File: src/rtl/spd_pkg.sv
// Package for the sensor packet deframer: result record, kind and status
// codes, configuration register indexes and reset values. No dependencies.
`default_nettype none

package spd_pkg;

  localparam int MAX_PAYLOAD_DEFAULT = 256;

  localparam logic [15:0] START_CODE_RESET     = 16'hEF01;
  localparam logic [31:0] DEVICE_ADDRESS_RESET = 32'hFFFF_FFFF;
  localparam logic [7:0]  ACK_PACKET_ID_RESET  = 8'h07;

  localparam int CFG_INDEX_W = 2;
  localparam int CFG_DATA_W  = 32;

  localparam logic [CFG_INDEX_W-1:0] REG_START_CODE     = 2'd0;
  localparam logic [CFG_INDEX_W-1:0] REG_DEVICE_ADDRESS = 2'd1;
  localparam logic [CFG_INDEX_W-1:0] REG_ACK_PACKET_ID  = 2'd2;

  localparam logic [2:0] ST_OK         = 3'd0;
  localparam logic [2:0] ST_SHORT      = 3'd1;
  localparam logic [2:0] ST_BAD_HEADER = 3'd2;
  localparam logic [2:0] ST_INCOMPLETE = 3'd3;
  localparam logic [2:0] ST_CHECKSUM   = 3'd4;
  localparam logic [2:0] ST_BAD_LENGTH = 3'd5;

  localparam logic KIND_PAYLOAD = 1'b0;
  localparam logic KIND_STATUS  = 1'b1;

  typedef struct packed {
    logic       result_kind;
    logic [7:0] data_byte;
    logic [2:0] status;
    logic [7:0] packet_id;
    logic [7:0] conf_code;
    logic [8:0] payload_len;
  } result_t;

endpackage

`default_nettype wire

File: src/rtl/spd_rx_if.sv
// Byte input channel of the sensor packet deframer: valid/ready transfer
// of one received byte and its end-of-buffer mark. No dependencies.
`default_nettype none

interface spd_rx_if;
  logic       valid;
  logic       ready;
  logic [7:0] rx_byte;
  logic       buffer_end;

  modport source (output valid, output rx_byte, output buffer_end, input ready);
  modport sink (input valid, input rx_byte, input buffer_end, output ready);
endinterface

`default_nettype wire

File: src/rtl/spd_res_if.sv
// Result channel of the sensor packet deframer: valid/ready transfer of a
// payload byte or a packet status. No dependencies.
`default_nettype none

interface spd_res_if;
  logic       valid;
  logic       ready;
  logic       result_kind;
  logic [7:0] data_byte;
  logic [2:0] status;
  logic [7:0] packet_id;
  logic [7:0] conf_code;
  logic [8:0] payload_len;

  modport source (
    output valid, output result_kind, output data_byte, output status,
    output packet_id, output conf_code, output payload_len, input ready
  );
  modport sink (
    input valid, input result_kind, input data_byte, input status,
    input packet_id, input conf_code, input payload_len, output ready
  );
endinterface

`default_nettype wire

File: src/rtl/sensor_packet_deframer.sv
// Sensor packet deframer top level: header check, length check, payload
// pass-through and additive checksum. Uses spd_pkg, spd_rx_if, spd_res_if.
//
// Usage:
//   rx  : one received byte per transfer, with buffer_end marking the last
//         byte currently in the buffer.
//   res : zero or one result per byte: a payload byte (result_kind 0) as
//         soon as it arrives, or one status per packet (result_kind 1).
//   cfg : write start_code, device_address or ack_packet_id by index while
//         the block is idle.
// Timing: one byte per cycle sustained while rx.ready is high. A result is
// registered when its byte is transferred in; the per-byte state update is a
// single registered step, so bytes may follow back to back.
// Stall: results sit in an output register backed by a one-entry skid
// buffer; rx.ready drops only while that skid buffer is full, and it is a
// register, so no combinational path runs from res.ready to rx.ready.
// Reset: rst clears the parser to wait for the first start-code byte,
// empties both result slots and loads the register reset values.
`default_nettype none

module sensor_packet_deframer
  import spd_pkg::*;
#(
  parameter int MAX_PAYLOAD = MAX_PAYLOAD_DEFAULT
) (
  input  wire logic                   clk,
  input  wire logic                   rst,
  spd_rx_if.sink                      rx,
  spd_res_if.source                   res,
  input  wire logic                   cfg_write,
  input  wire logic [CFG_INDEX_W-1:0] cfg_index,
  input  wire logic [CFG_DATA_W-1:0]  cfg_data
);

  localparam int CW = $clog2(MAX_PAYLOAD + 2);

  localparam logic [1:0] PH_HEAD   = 2'd0;
  localparam logic [1:0] PH_BODY   = 2'd1;
  localparam logic [1:0] PH_SUM_HI = 2'd2;
  localparam logic [1:0] PH_SUM_LO = 2'd3;

  logic [15:0] start_code;
  logic [31:0] device_address;
  logic [7:0]  ack_packet_id;

  logic [1:0]    phase, phase_next;
  logic [CW-1:0] byte_count, byte_count_next;
  logic [15:0]   packet_length, packet_length_next;
  logic [15:0]   running_sum, running_sum_next;
  logic [7:0]    held_id, held_id_next;
  logic [7:0]    held_conf, held_conf_next;
  logic [7:0]    sum_high_byte, sum_high_byte_next;
  logic          header_bad, header_bad_next;

  logic    out_valid, skid_valid;
  result_t out_q, skid_q;

  logic          rx_fire, res_fire;
  logic          produce, done;
  result_t       result;
  logic [7:0]    b;
  logic          is_ack;
  logic [7:0]    expected;
  logic [15:0]   sum_add;
  logic [15:0]   min_len;
  logic [CW-1:0] count_after;
  logic [CW-1:0] plen_count;
  logic [15:0]   plen_wide;

  assign rx.ready = !skid_valid;
  assign rx_fire  = rx.valid && !skid_valid;
  assign res_fire = out_valid && res.ready;

  assign b           = rx.rx_byte;
  assign is_ack      = (held_id == ack_packet_id);
  assign sum_add     = running_sum + 16'(b);
  assign count_after = byte_count + CW'(1);

  always_ff @(posedge clk) begin
    if (rst) begin
      start_code     <= START_CODE_RESET;
      device_address <= DEVICE_ADDRESS_RESET;
      ack_packet_id  <= ACK_PACKET_ID_RESET;
    end else if (cfg_write) begin
      unique case (cfg_index)
        REG_START_CODE:     start_code     <= cfg_data[15:0];
        REG_DEVICE_ADDRESS: device_address <= cfg_data;
        REG_ACK_PACKET_ID:  ack_packet_id  <= cfg_data[7:0];
        default: ;
      endcase
    end
  end

  always_comb begin
    unique case (byte_count[2:0])
      3'd0:    expected = start_code[15:8];
      3'd1:    expected = start_code[7:0];
      3'd2:    expected = device_address[31:24];
      3'd3:    expected = device_address[23:16];
      3'd4:    expected = device_address[15:8];
      default: expected = device_address[7:0];
    endcase
  end

  always_comb begin
    phase_next         = phase;
    byte_count_next    = byte_count;
    packet_length_next = packet_length;
    running_sum_next   = running_sum;
    held_id_next       = held_id;
    held_conf_next     = held_conf;
    sum_high_byte_next = sum_high_byte;
    header_bad_next    = header_bad;
    produce            = 1'b0;
    done               = 1'b0;
    plen_count         = '0;
    min_len            = is_ack ? 16'd3 : 16'd2;
    result             = '0;
    result.result_kind = KIND_STATUS;
    result.status      = ST_OK;

    unique case (phase)
      PH_HEAD: begin
        if (byte_count < CW'(6)) begin
          if (b != expected) header_bad_next = 1'b1;
        end else if (byte_count == CW'(6)) begin
          held_id_next     = b;
          running_sum_next = sum_add;
        end else if (byte_count == CW'(7)) begin
          packet_length_next = {b, 8'h00};
          running_sum_next   = sum_add;
        end else begin
          packet_length_next = {packet_length[15:8], b};
          running_sum_next   = sum_add;
        end
        if (byte_count < CW'(8)) begin
          byte_count_next = count_after;
          if (rx.buffer_end) begin
            done          = 1'b1;
            result.status = ST_SHORT;
          end
        end else if (header_bad) begin
          done          = 1'b1;
          result.status = ST_BAD_HEADER;
        end else if (packet_length_next < min_len ||
                     (packet_length_next - min_len) > 16'(MAX_PAYLOAD)) begin
          done          = 1'b1;
          result.status = ST_BAD_LENGTH;
        end else if (rx.buffer_end) begin
          done          = 1'b1;
          result.status = ST_INCOMPLETE;
        end else begin
          byte_count_next = '0;
          phase_next      = (packet_length_next > 16'd2) ? PH_BODY : PH_SUM_HI;
        end
      end
      PH_BODY: begin
        running_sum_next = sum_add;
        byte_count_next  = count_after;
        if (16'(count_after) >= packet_length - 16'd2) phase_next = PH_SUM_HI;
        if (is_ack && byte_count == '0) begin
          held_conf_next = b;
          if (rx.buffer_end) begin
            done          = 1'b1;
            result.status = ST_INCOMPLETE;
          end
        end else if (rx.buffer_end) begin
          done          = 1'b1;
          result.status = ST_INCOMPLETE;
          plen_count    = (is_ack && byte_count != '0) ? byte_count - CW'(1) : byte_count;
        end else begin
          produce            = 1'b1;
          result.result_kind = KIND_PAYLOAD;
          result.data_byte   = b;
          plen_count         = is_ack ? byte_count : count_after;
        end
      end
      PH_SUM_HI: begin
        sum_high_byte_next = b;
        if (rx.buffer_end) begin
          done          = 1'b1;
          result.status = ST_INCOMPLETE;
          plen_count    = (is_ack && byte_count != '0) ? byte_count - CW'(1) : byte_count;
        end else begin
          phase_next = PH_SUM_LO;
        end
      end
      PH_SUM_LO: begin
        done          = 1'b1;
        result.status = ({sum_high_byte, b} == running_sum) ? ST_OK : ST_CHECKSUM;
        plen_count    = (is_ack && byte_count != '0) ? byte_count - CW'(1) : byte_count;
      end
      default: ;
    endcase

    plen_wide          = 16'(plen_count);
    result.packet_id   = held_id_next;
    result.conf_code   = held_conf_next;
    result.payload_len = plen_wide[8:0];

    if (done) begin
      produce            = 1'b1;
      phase_next         = PH_HEAD;
      byte_count_next    = '0;
      packet_length_next = '0;
      running_sum_next   = '0;
      held_id_next       = '0;
      held_conf_next     = '0;
      sum_high_byte_next = '0;
      header_bad_next    = 1'b0;
    end
  end

  always_ff @(posedge clk) begin
    if (rst) begin
      phase         <= PH_HEAD;
      byte_count    <= '0;
      packet_length <= '0;
      running_sum   <= '0;
      held_id       <= '0;
      held_conf     <= '0;
      sum_high_byte <= '0;
      header_bad    <= 1'b0;
    end else if (rx_fire) begin
      phase         <= phase_next;
      byte_count    <= byte_count_next;
      packet_length <= packet_length_next;
      running_sum   <= running_sum_next;
      held_id       <= held_id_next;
      held_conf     <= held_conf_next;
      sum_high_byte <= sum_high_byte_next;
      header_bad    <= header_bad_next;
    end
  end

  always_ff @(posedge clk) begin
    if (rst) begin
      out_valid  <= 1'b0;
      skid_valid <= 1'b0;
    end else if (skid_valid) begin
      if (res_fire) begin
        out_valid  <= 1'b1;
        skid_valid <= 1'b0;
      end
    end else if (rx_fire && produce) begin
      if (out_valid && !res.ready) begin
        skid_valid <= 1'b1;
      end else begin
        out_valid <= 1'b1;
      end
    end else if (res_fire) begin
      out_valid <= 1'b0;
    end
  end

  always_ff @(posedge clk) begin
    if (skid_valid) begin
      if (res_fire) out_q <= skid_q;
    end else if (rx_fire && produce) begin
      if (out_valid && !res.ready) begin
        skid_q <= result;
      end else begin
        out_q <= result;
      end
    end
  end

  assign res.valid       = out_valid;
  assign res.result_kind = out_q.result_kind;
  assign res.data_byte   = out_q.data_byte;
  assign res.status      = out_q.status;
  assign res.packet_id   = out_q.packet_id;
  assign res.conf_code   = out_q.conf_code;
  assign res.payload_len = out_q.payload_len;

endmodule

`default_nettype wire

File: src/flat_wrapper.sv
// flat-port wrapper written by rule: the top's interface ports become plain ports
module sensor_packet_deframer_flat import spd_pkg::*;
#(
  parameter int MAX_PAYLOAD = MAX_PAYLOAD_DEFAULT
)
  (clk, rst, cfg_write, cfg_index, cfg_data, rx_valid, rx_rx_byte, rx_buffer_end, rx_ready, res_valid, res_result_kind, res_data_byte, res_status, res_packet_id, res_conf_code, res_payload_len, res_ready);
  spd_rx_if rx_i ();
  spd_res_if res_i ();
  input  wire logic clk;
  input  wire logic rst;
  input  wire logic cfg_write;
  input  wire logic [CFG_INDEX_W-1:0] cfg_index;
  input  wire logic [CFG_DATA_W-1:0] cfg_data;
  input wire logic [$bits(rx_i.valid)-1:0] rx_valid;
  input wire logic [$bits(rx_i.rx_byte)-1:0] rx_rx_byte;
  input wire logic [$bits(rx_i.buffer_end)-1:0] rx_buffer_end;
  output wire logic [$bits(rx_i.ready)-1:0] rx_ready;
  output wire logic [$bits(res_i.valid)-1:0] res_valid;
  output wire logic [$bits(res_i.result_kind)-1:0] res_result_kind;
  output wire logic [$bits(res_i.data_byte)-1:0] res_data_byte;
  output wire logic [$bits(res_i.status)-1:0] res_status;
  output wire logic [$bits(res_i.packet_id)-1:0] res_packet_id;
  output wire logic [$bits(res_i.conf_code)-1:0] res_conf_code;
  output wire logic [$bits(res_i.payload_len)-1:0] res_payload_len;
  input wire logic [$bits(res_i.ready)-1:0] res_ready;
  assign rx_i.valid = rx_valid;
  assign rx_i.rx_byte = rx_rx_byte;
  assign rx_i.buffer_end = rx_buffer_end;
  assign rx_ready = rx_i.ready;
  assign res_valid = res_i.valid;
  assign res_result_kind = res_i.result_kind;
  assign res_data_byte = res_i.data_byte;
  assign res_status = res_i.status;
  assign res_packet_id = res_i.packet_id;
  assign res_conf_code = res_i.conf_code;
  assign res_payload_len = res_i.payload_len;
  assign res_i.ready = res_ready;
  sensor_packet_deframer #(.MAX_PAYLOAD(MAX_PAYLOAD)) u_core (.clk(clk), .rst(rst), .rx(rx_i), .res(res_i), .cfg_write(cfg_write), .cfg_index(cfg_index), .cfg_data(cfg_data));
endmodule
File: config.mk
export PLATFORM = sky130hd
export DESIGN_NAME = sensor_packet_deframer_flat
export DESIGN_NICKNAME = d
export VERILOG_FILES = /design/src/rtl/spd_pkg.sv /design/src/rtl/spd_rx_if.sv /design/src/rtl/spd_res_if.sv /design/src/rtl/sensor_packet_deframer.sv /design/src/flat_wrapper.sv
export SDC_FILE = /design/constraint.sdc
export NUM_CORES = 1
export LEC_CHECK = 0
export CORE_MARGIN = 5
export CORE_UTILIZATION = 40
export CTS_CLUSTER_SIZE = 40
export DETAILED_ROUTE_END_ITERATION = 12
export DONT_BUFFER_PORTS = 1
export HOLD_SLACK_MARGIN = 0.06
export PLACE_DENSITY = 0.61
export REMOVE_ABC_BUFFERS = 1
export SYNTH_ARGS = -nofsm -noshare
export SYNTH_HDL_FRONTEND = slang
export SYNTH_SLANG_ARGS = --single-unit
File: constraint.sdc
create_clock -name clk -period 7.3 [get_ports clk]
set_clock_uncertainty 0.15 [all_clocks]
set_input_delay 1.46 -clock clk [delete_from_list [all_inputs] [get_ports clk]]
set_output_delay 1.46 -clock clk [all_outputs]
set_load 0.02 [all_outputs]
* Word level (Yosys, flattened, before mapping)
Cells that the tools add are included.
** Storage, ports and cells
- Bits in registers :: 200
- Input bits :: 48
- Output and inout port bits :: 39
- Word-level logic and storage cells :: 176
** Operators by class
- Add/subtract/negate cells :: 5
- Order comparisons :: 6
- Equality and inequality tests :: 27
- Mux-type cells :: 77
- Bitwise operators :: 1
- Reductions and logical operators :: 35
** Operators by type and width (number)
- 37-bit two-way mux :: 4
- 16-bit two-way mux :: 8
- 9-bit two-way mux :: 13
- 8-bit two-way mux :: 9
- 8-bit case mux with 5 select lines :: 1
- 16-bit case mux with 2 select lines :: 1
- 9-bit case mux with 3 select lines :: 1
- 1-bit two-way mux :: 23
- 9-bit by 3-bit == test with 1-bit output, second input constant :: 2
- 2-bit two-way mux :: 9
- 3-bit by 2-bit inequality test with 1-bit output, second input constant :: 6
- 9-bit case mux with 2 select lines :: 1
- 16-bit by 8-bit adder with 16-bit output :: 1
- 16-bit == test :: 1
- 9-bit by 16-bit greater-or-equal comparator with 1-bit output :: 1
- 16-bit by 2-bit greater-than comparator with 1-bit output, second input constant :: 1
- 16-bit by 9-bit greater-than comparator with 1-bit output, second input constant :: 1
- 16-bit less-than comparator :: 1
- 16-bit subtractor :: 1
- 16-bit by 2-bit subtractor with 16-bit output, second input constant :: 1
- 3-bit two-way mux :: 4
- 3-bit AND reduction :: 4
- 2-bit nonzero test :: 6
- 2-bit AND reduction :: 5
- 34 further kinds :: 46

* Depth between registers and ports, before layout
Gate-level depths: netlist of the first run.
- Word-level depth :: 16
- Mapped depth :: 17
- Gate-level depth less buffers :: 15

* Worst setup path after synthesis of the first run
OpenSTA, ideal clock, no wires.
- Path kind :: input to register
- Start :: input rx_rx_byte[4]
- End :: register u_core.skid_q[0] in the netlist's numbering (enable)
- Library setup time :: 0.486 ns
- Arrival :: 6.336 ns
- Data required time :: 6.664 ns
- Setup slack :: 0.329 ns
- Cell stages on the path :: 11
- Path buffers :: 2
- Cells stage by stage :: clkbuf_1 -> nor4_1 -> nand2_1 -> a222oi_1 -> a32oi_1 -> o211ai_1 -> a21o_1 -> o21bai_4 -> buf_4 -> a21o_1 -> nor3b_1
** On the way
- Longest elaborated chain between the ends :: 14
** Ends and longest elaborated chain
- start: declaration :: RTL line flat_wrapper.sv:15 : input wire logic [$bits(rx_i.rx_byte)-1:0] rx_rx_byte;
- 16-bit two-way mux (*) :: RTL line sensor_packet_deframer.sv:129 : end else if (byte_count == CW'(7)) begin
- 16-bit two-way mux (*) :: RTL line sensor_packet_deframer.sv:126 : end else if (byte_count == CW'(6)) begin
- 16-bit two-way mux (*) :: RTL line sensor_packet_deframer.sv:124 : if (byte_count < CW'(6)) begin
- 16-bit two-way mux (*) :: RTL line sensor_packet_deframer.sv:122 : unique case (phase)
- 16-bit subtractor :: RTL line sensor_packet_deframer.sv:146 : (packet_length_next - min_len) > 16'(MAX_PAYLOAD)) begin
- 16-bit by 9-bit greater-than comparator with 1-bit output :: RTL line sensor_packet_deframer.sv:146
- 1-bit logical OR (*) :: RTL line sensor_packet_deframer.sv:145 : end else if (packet_length_next < min_len ||
- 1-bit two-way mux (*) :: RTL line sensor_packet_deframer.sv:145
- 1-bit two-way mux (*) :: RTL line sensor_packet_deframer.sv:142 : end else if (header_bad) begin
- 1-bit two-way mux (*) :: RTL line sensor_packet_deframer.sv:136 : if (byte_count < CW'(8)) begin
- 1-bit case mux with 3 select lines (*) :: RTL line sensor_packet_deframer.sv:122
- 1-bit two-way mux (*) :: RTL line sensor_packet_deframer.sv:201 : if (done) begin
- 1-bit logical AND (*) :: RTL line sensor_packet_deframer.sv:259 : end else if (rx_fire && produce) begin
- 3-bit AND reduction (no source line) (*)
- end signal: assignment :: RTL line sensor_packet_deframer.sv:261 : skid_q <= result;
- end: declaration :: RTL line sensor_packet_deframer.sv:56 : result_t out_q, skid_q;
Every way passes the cells marked *; elsewhere a longest branch is shown, timed or not. The select of a mux whose other input is x is not followed.
A chain may end at the register's enable or synchronous reset.

* Final worst setup path of the first run
- Start :: register u_core.byte_count[3]
- End :: register u_core.skid_q[21] in the netlist's numbering (enable)
** On the way
- Longest elaborated chain between the ends :: 15
** Ends and longest elaborated chain
- start: declaration :: RTL line sensor_packet_deframer.sv:47 : logic [CW-1:0] byte_count, byte_count_next;
- start signal: assignment :: RTL line sensor_packet_deframer.sv:226 : byte_count <= byte_count_next;
- branches (longest 12 deep; another with 16-bit subtractor)
- 1-bit two-way mux (*) :: RTL line sensor_packet_deframer.sv:201
- 1-bit logical AND (*) :: RTL line sensor_packet_deframer.sv:259
- 3-bit AND reduction (no source line) (*)
Every way passes the cells marked *. The select of a mux whose other input is x is not followed.

==> results of run 1 <==
==> cells by family after synthesis <==
logic type	share of synthesized area, %
compound gates	14.7
mux	5.39
xor+xnor	4.56
flops	45.7
buf+inv	4.27
simple gates	21.4
fa+ha+maj	3.93
==> synth_stat cells, drive strengths merged, types with 13 or more instances <==
cell type	n	share of area, %
nor4	14	0.99
nand4	17	1.0
ha	31	3.7
o21ai	36	1.7
nor3	14	0.78
a31oi	16	0.97
edfxtp	74	21
clkbuf	65	2.4
a21oi	61	2.9
dfxtp	126	24
nor2	67	2.4
o211ai	13	0.94
buf	18	0.83
nand3	84	4.1
nand2	204	7.4
xnor2	44	3.7
a22oi	18	1.3
nand3b	13	0.94
mux2	39	4.2
inv	27	0.98
==> worst max-delay path, cell delays in order (launching register included) <==
cell,delay [ns]
dfxtp_1,0.46
or4_1,0.75
nor3_4,0.48
a22oi_1,0.23
ha_1,0.28
nand2b_1,0.20
nor4_4,0.25
or2_2,0.18
nor4b_1,0.04
o31ai_1,0.30
a21o_1,0.29
o21bai_4,0.09
a21o_1,0.23
nor3b_2,0.86
buf_4,0.46
==> final timing paths <==
check,start,end,slack [ns],cells past startpoint
hold / removal,u_core.held_conf[3],u_core.held_conf[3],0.30,2
setup reg to reg,u_core.byte_count[3],u_core.skid_q[21],1.68,14
hold reg to reg,u_core.held_conf[3],u_core.held_conf[3],0.30,2
setup / recovery,u_core.byte_count[3],u_core.skid_q[21],1.68,14
==> power by group <==
| part | total [uW] | internal, uW | switching, uW |
|---|---|---|---|
| Sequential | 1210 | 1180 | 27.8 |
| Clock | 1000 | 481 | 519 |
| Combinational | 139 | 49.5 | 89.8 |
==> per-layer routing <==
metal | vias to the layer above | wire [um]
li1 | 4010 | -
met1 | 3925 | 12900
met2 | 294 | 12500
met3 | 37 | 1920
met4 | 0 | 468
met5 | - | 0
==> final cells by class <==
type	instances	area [sq um]
sequential	200	4740
clock buffer	17	425
timing repair buffer	10	75.1
multi-input combinational	831	5200
inverter	30	113
clock inverter	15	209
tap	335	419
fill	2502	14600
==> through the flow <==
| step | cells | setup slack (ns) | area [sq um] | util, % |
|---|---|---|---|---|
| after floorplan | 1061 | 0.116 | 10000 | - |
| after global placement | 1406 | 1.75 | 10600 | 41.0 |
| after detailed placement | 1406 | 1.71 | 10600 | 41.0 |
| after CTS | 1438 | 1.67 | 11200 | 43.4 |
| after global routing | 1438 | 1.24 | 11200 | 43.4 |
| final | 1438 | 1.68 | 11200 | 43.4 |
==> flip-flops by register name, summed over array words and instances (netlist names), 9 cells and up <==
signal	count
u_core.packet_length	16
u_core.running_sum	16
u_core.start_code	16
u_core.device_address	32
u_core.skid_q	37
u_core.byte_count	9
u_core.res.payload_len	9
==> metrics.md, run 1 <==
| Metric | Value |
|---|---|
| Status | `completed` |
| GR Util met3 | `4.51%` |
| Most frequent cells in the layout | `nand2_1 (204), dfxtp_1 (126), nand3_1 (83)` |
| CTS buffer count | `17` |
| GR Util All Layers | `18.8%` |
| Synthesized area | `10,400 sq um` |
| Grt total ovfl | `0` |
| Period minus WS final | `5.62 ns` |
| Area grow syn2layout | `7.86%` |
| Met1 usage | `26.2%` |
| Synthesis-stage register bit count | `200` |
| Ys flop type | `dfxtp_1` |
| Maxcap violations | `0` |
| Post-Syn Instances | `1,144` |
| Hold Vio Cnt, Final | `0` |
| CP max FO | `23` |
| Detailed-route DRC error count | `0` |
| Die W | `171 um` |
| Hold-fix buffers, CTS | `0` |
| Routed len/inst | `19.3 um` |
| CP Capture Type | `flop` |
| Total Power | `2350 uW` |
| Total I/O pin count | `87` |
| CTS resizes | `0` |
| Setup repair after global routing missed its margin | `false` |
| Layout Nets | `1,170` |
| DRT Wirelength | `27.8 mm` |
| Avg Cell Area, Syn | `9.07 sq um` |
| CTS Buffer Depth | `2` |
| Synth cell types | `69` |
| I/O Buffers | `0` |
| Layout cell share with drive strength beyond 1 | `8.61%` |
| Slew Viols, Final | `0` |
| Met2 usage | `29.4%` |
| Iter 0 DRT Violations | `720` |
| N_diodes | `0` |
| Pwr dens | `210 nW/um^2` |
| ANT nets after route | `0` |
| Yosys warns | `0` |
| Drt pass-1 iters | `8` |
| Via count of the routed design | `8,266` |
| Rows | `59` |
| Async S/R FF share, synth | `0%` |
| Htree depth | `4` |
| Clock transition at path regs | `0.08 ns` |
| Initial antenna violation count | `0` |
| Final Cycle Share | `77.0%` |
| Root Driver | `clkbuf_16` |
| Fmax | `178 MHz` |
| Core Area | `25,800 sq um` |
| TritonCTS Sinks | `200` |
| Startpoint types | `flop` |
| Setup TNS | `0 ns` |
| Via/cell ratio | `5.75` |
| Initial Util | `40.3%` |
| Sequential-to-total area share from yosys stat | `45.7%` |
| Path category of the worst min-delay check | `reg -> reg` |
| First-pass GRT wire length | `43.8 mm` |
| Max-slew headroom | `22.6%` |
| Top Usage Layer GRT | `met2` |
| CTS tree | `yes` |
| CP required | `7.27 ns` |
| Hold WS | `0.296 ns` |
| Final GP Congestion | `0.911` |
| Clock latency on the worst-skew pair | `0.45 ns` |
| Slew @ Worst Pin | `1.16 ns` |
| Die height | `171 um` |
| Pin count of the biggest net entering global routing | `62` |
| Maximum vdd drop | `0.163 mV` |
| Static Leak | `0.00417 uW` |
| Number of global-route vias before repair | `7,814` |
| EDFF count, synth | `74` |
| # Post-CTS Setup Buffers | `0` |
| Most common cell after layout, fill and taps aside | `nand2_1` |
| Die footprint | `29,300 sq um` |
| DP HPWL | `19.2 mm` |
| Endpoints failing setup | `0` |
| CP arrival | `5.59 ns` |
| Crit Path Class | `reg -> reg` |
(Power assumes the default switching activity.)
==> inputs of run 2 (changes only) <==
clock period = 5.1 ns   (was 7.3 ns; I/O delays follow)
==> run 2 against run 1 <==
Die area unchanged. Cell count is 1.3% higher. Final area grew 1.7%. Clock-buffer cell count is the same. Utilization rose by 0.74 points. Wire length is 0.23% higher. Worst setup slack lost 1.3 ns. Global-route usage grew 0.17 points. Critical path type unchanged. Critical endpoint is now u_core.phase[1]. Largest cell class unchanged.
==> metrics.md, run 2 (synthesis results as in run 1) <==
| Metric | Value |
|---|---|
| Status | `completed` |
| Comb pwr share | `6.1% (+0.2 points)` |
| Final Cycle Share | `92.9% (+16 points)` |
| Most common cell after layout, fill and taps aside | `nand2_1` |
| Core Area | `25,800 sq um (unchanged)` |
| Grt total ovfl | `0 (unchanged)` |
| Layout Nets | `1,189 (+1.6%)` |
| Crit path cell chain | `or4_1, nor3_4, a22oi_1, ha_1, a311oi_1, a211oi_1, o21a_1, or4_1, a21o_1, o21bai_4, buf_4, o21ai_2, a211oi_1` |
| CTS buffer count | `17 (unchanged)` |
| Iter 0 DRT Violations | `740 (+2.8%)` |
| Die height | `171 um (unchanged)` |
| Slew Viols, Final | `0 (unchanged)` |
| Initial antenna violation count | `1 (+1)` |
| Max-slew headroom | `18.6% (-4.0 points)` |
| Die footprint | `29,300 sq um (unchanged)` |
| GR Util All Layers | `18.9% (+0.17 points)` |
| Crit Path Class | `reg -> reg` |
| Final GP Congestion | `0.927 (+1.7%)` |
| Htree depth | `4 (unchanged)` |
| Die W | `171 um (unchanged)` |
| First-pass GRT wire length | `44.5 mm (+1.5%)` |
| Area grow syn2layout | `9.71%` |
| Storage cell area | `4740 sq um (unchanged)` |
| Period minus WS final | `4.74 ns (-0.882 ns)` |
| I/O Buffers | `0 (unchanged)` |
| Biggest register | `u_core.skid_q` |
| Total Power | `3420 uW (+46%)` |
| Pint | `2470 uW (+44%)` |
| Rows | `59 (unchanged)` |
| CTS tree | `yes` |
| Number of global-route vias before repair | `7,973 (+2.0%)` |
| Pin count of the biggest net entering global routing | `62 (unchanged)` |
| Clock transition at path regs | `0.10 ns (+0.02 ns)` |
| Max reg flops | `37 (unchanged)` |
| CP max FO | `53 (+130%)` |
| Clock share of power | `43.3% (+0.7 points)` |
| Most frequent cells in the layout | `nand2_1 (204), dfxtp_1 (126), nand3_1 (83)` |
| Multi-input logic area | `5210 sq um (+0.19%)` |
| Maximum vdd drop | `0.207 mV (+27%)` |
| Fillers | `2,459 (-1.7%)` |
| Static Leak | `0.00429 uW (+2.8%)` |
| Clock latency on the worst-skew pair | `0.44 ns (about the same)` |
| Post-Layout Cell Count | `1,457 (+1.3%)` |
| Sequential Power Share | `50.6% (-0.9 points)` |
| CTS Buffer Depth | `2 (unchanged)` |
| Placed cells | `1,425 (+1.4%)` |
| Slew @ Worst Pin | `1.22 ns (+0.0597 ns)` |
| TritonCTS Sinks | `200 (unchanged)` |
| CP peak stage delay | `0.65 ns (-0.21 ns)` |
| CP Capture Type | `flop` |
| Fmax | `211 MHz (+19%)` |
| N_diodes | `0 (unchanged)` |
| # Post-CTS Setup Buffers | `0 (unchanged)` |
| Hold WS | `0.301 ns (+0.00475 ns)` |
| Sw Pwr | `945 uW (+48%)` |
| Initial Util | `40.3% (unchanged)` |
| Critical path buffers and inverters | `1 (unchanged)` |
| Hold Vio Cnt, Final | `0 (unchanged)` |
| CP required | `5.30 ns (-1.97 ns)` |
| Root Driver | `clkbuf_16` |
| Path category of the worst min-delay check | `reg -> reg` |
| Endpoints failing setup | `0 (unchanged)` |
| Routed len/inst | `19.1 um (-1.1%)` |
| ANT nets after route | `0 (unchanged)` |
| Detailed-route DRC error count | `0 (unchanged)` |
| Largest registers | `u_core.skid_q x37, u_core.device_address x32` |
| DRT Wirelength | `27.8 mm (+0.23%)` |
| Maxcap violations | `0 (unchanged)` |
| Drt pass-1 iters | `7 (-1)` |
| DP HPWL | `19.1 mm (-0.16%)` |
| Worst path slowest cell | `or4_1` |
| Setup repair after global routing missed its margin | `false` |
| Switching share of total power | `27.6% (+0.54 points)` |
| CP top delay family | `compound AO/OA/AOI/OAI gates` |
| Layout cell share with drive strength beyond 1 | `10.2% (+1.6 points)` |
| Pwr dens | `300 nW/um^2 (+43%)` |
| CP arrival | `4.93 ns (-0.66 ns)` |
| Total I/O pin count | `87 (unchanged)` |
| Via count of the routed design | `8,329 (+0.76%)` |
| Startpoint types | `flop` |
| Via/cell ratio | `5.72 (-0.55%)` |
-- run 2: changes by cell type in the layout (fill, tap and decap cells not counted), sizes merged --
cell / change
buf: +19
clkinv: -1
inv: +1
-- run 2: worst min-delay path: stages (launching register included) --
cell     delay [ns]
dfxtp_1        0.32
nand2_1        0.05
a21oi_1        0.05
-- run 2: layout make-up --
class,instances,area share (%)
tap,335,3.68
sequential,200,41.7
timing repair buffer,29,2.02
multi-input combinational,831,45.8
clock buffer,17,3.74
clock inverter,15,2.07
inverter,30,0.990
-- run 2: power by group through the flow --
stage | registers [uW] | clock network (uW) | logic, uW
floorplan | 1760 | 0 | 145
global placement | 1760 | 0 | 204
detailed placement | 1770 | 0 | 205
CTS | 1730 | 1510 | 207
global route | 1730 | 1570 | 230
finish | 1730 | 1480 | 207
-- run 2: worst paths after layout --
| kind | end | from | cells after the start | slack, ns |
|---|---|---|---|---|
| worst min register to register | u_core.held_conf[4] | u_core.held_conf[4] | 2 | 0.30 |
| worst max register to register | u_core.phase[1] | u_core.byte_count[3] | 13 | 0.36 |
| worst max-delay path | u_core.phase[1] | u_core.byte_count[3] | 13 | 0.36 |
| worst min-delay path | u_core.held_conf[4] | u_core.held_conf[4] | 2 | 0.30 |
-- run 2: routing by layer --
| layer | share of wire, % | track usage, % | up-vias |
|---|---|---|---|
| met5 | 0.072 | 0 | - |
| met4 | 1.6 | 4.79 | 2 |
| met3 | 7.1 | 4.81 | 32 |
| met2 | 45 | 29.4 | 296 |
| met1 | 47 | 26.6 | 3940 |
| li1 | - | - | 4059 |
-- run 2: stage by stage --
| step | setup slack, ns | setup TNS [ns] | cell area (sq um) | util [%] |
|---|---|---|---|---|
| 2_1_floorplan | -2.08 | -120.11 | 10000 | - |
| 3_3_place_gp | 0.338 | 0 | 10700 | 41.6 |
| 3_5_place_dp | 0.250 | 0 | 10700 | 41.6 |
| 4_1_cts | 0.207 | 0 | 11400 | 44.1 |
| 5_1_grt | 0.0323 | 0 | 11400 | 44.2 |
| 6_report | 0.364 | 0 | 11400 | 44.2 |
-- run 2: what timing repair did --
item	CTS	global route
setup endpoints to repair	0	36
hold buffers	0	0
resized for setup	0	2
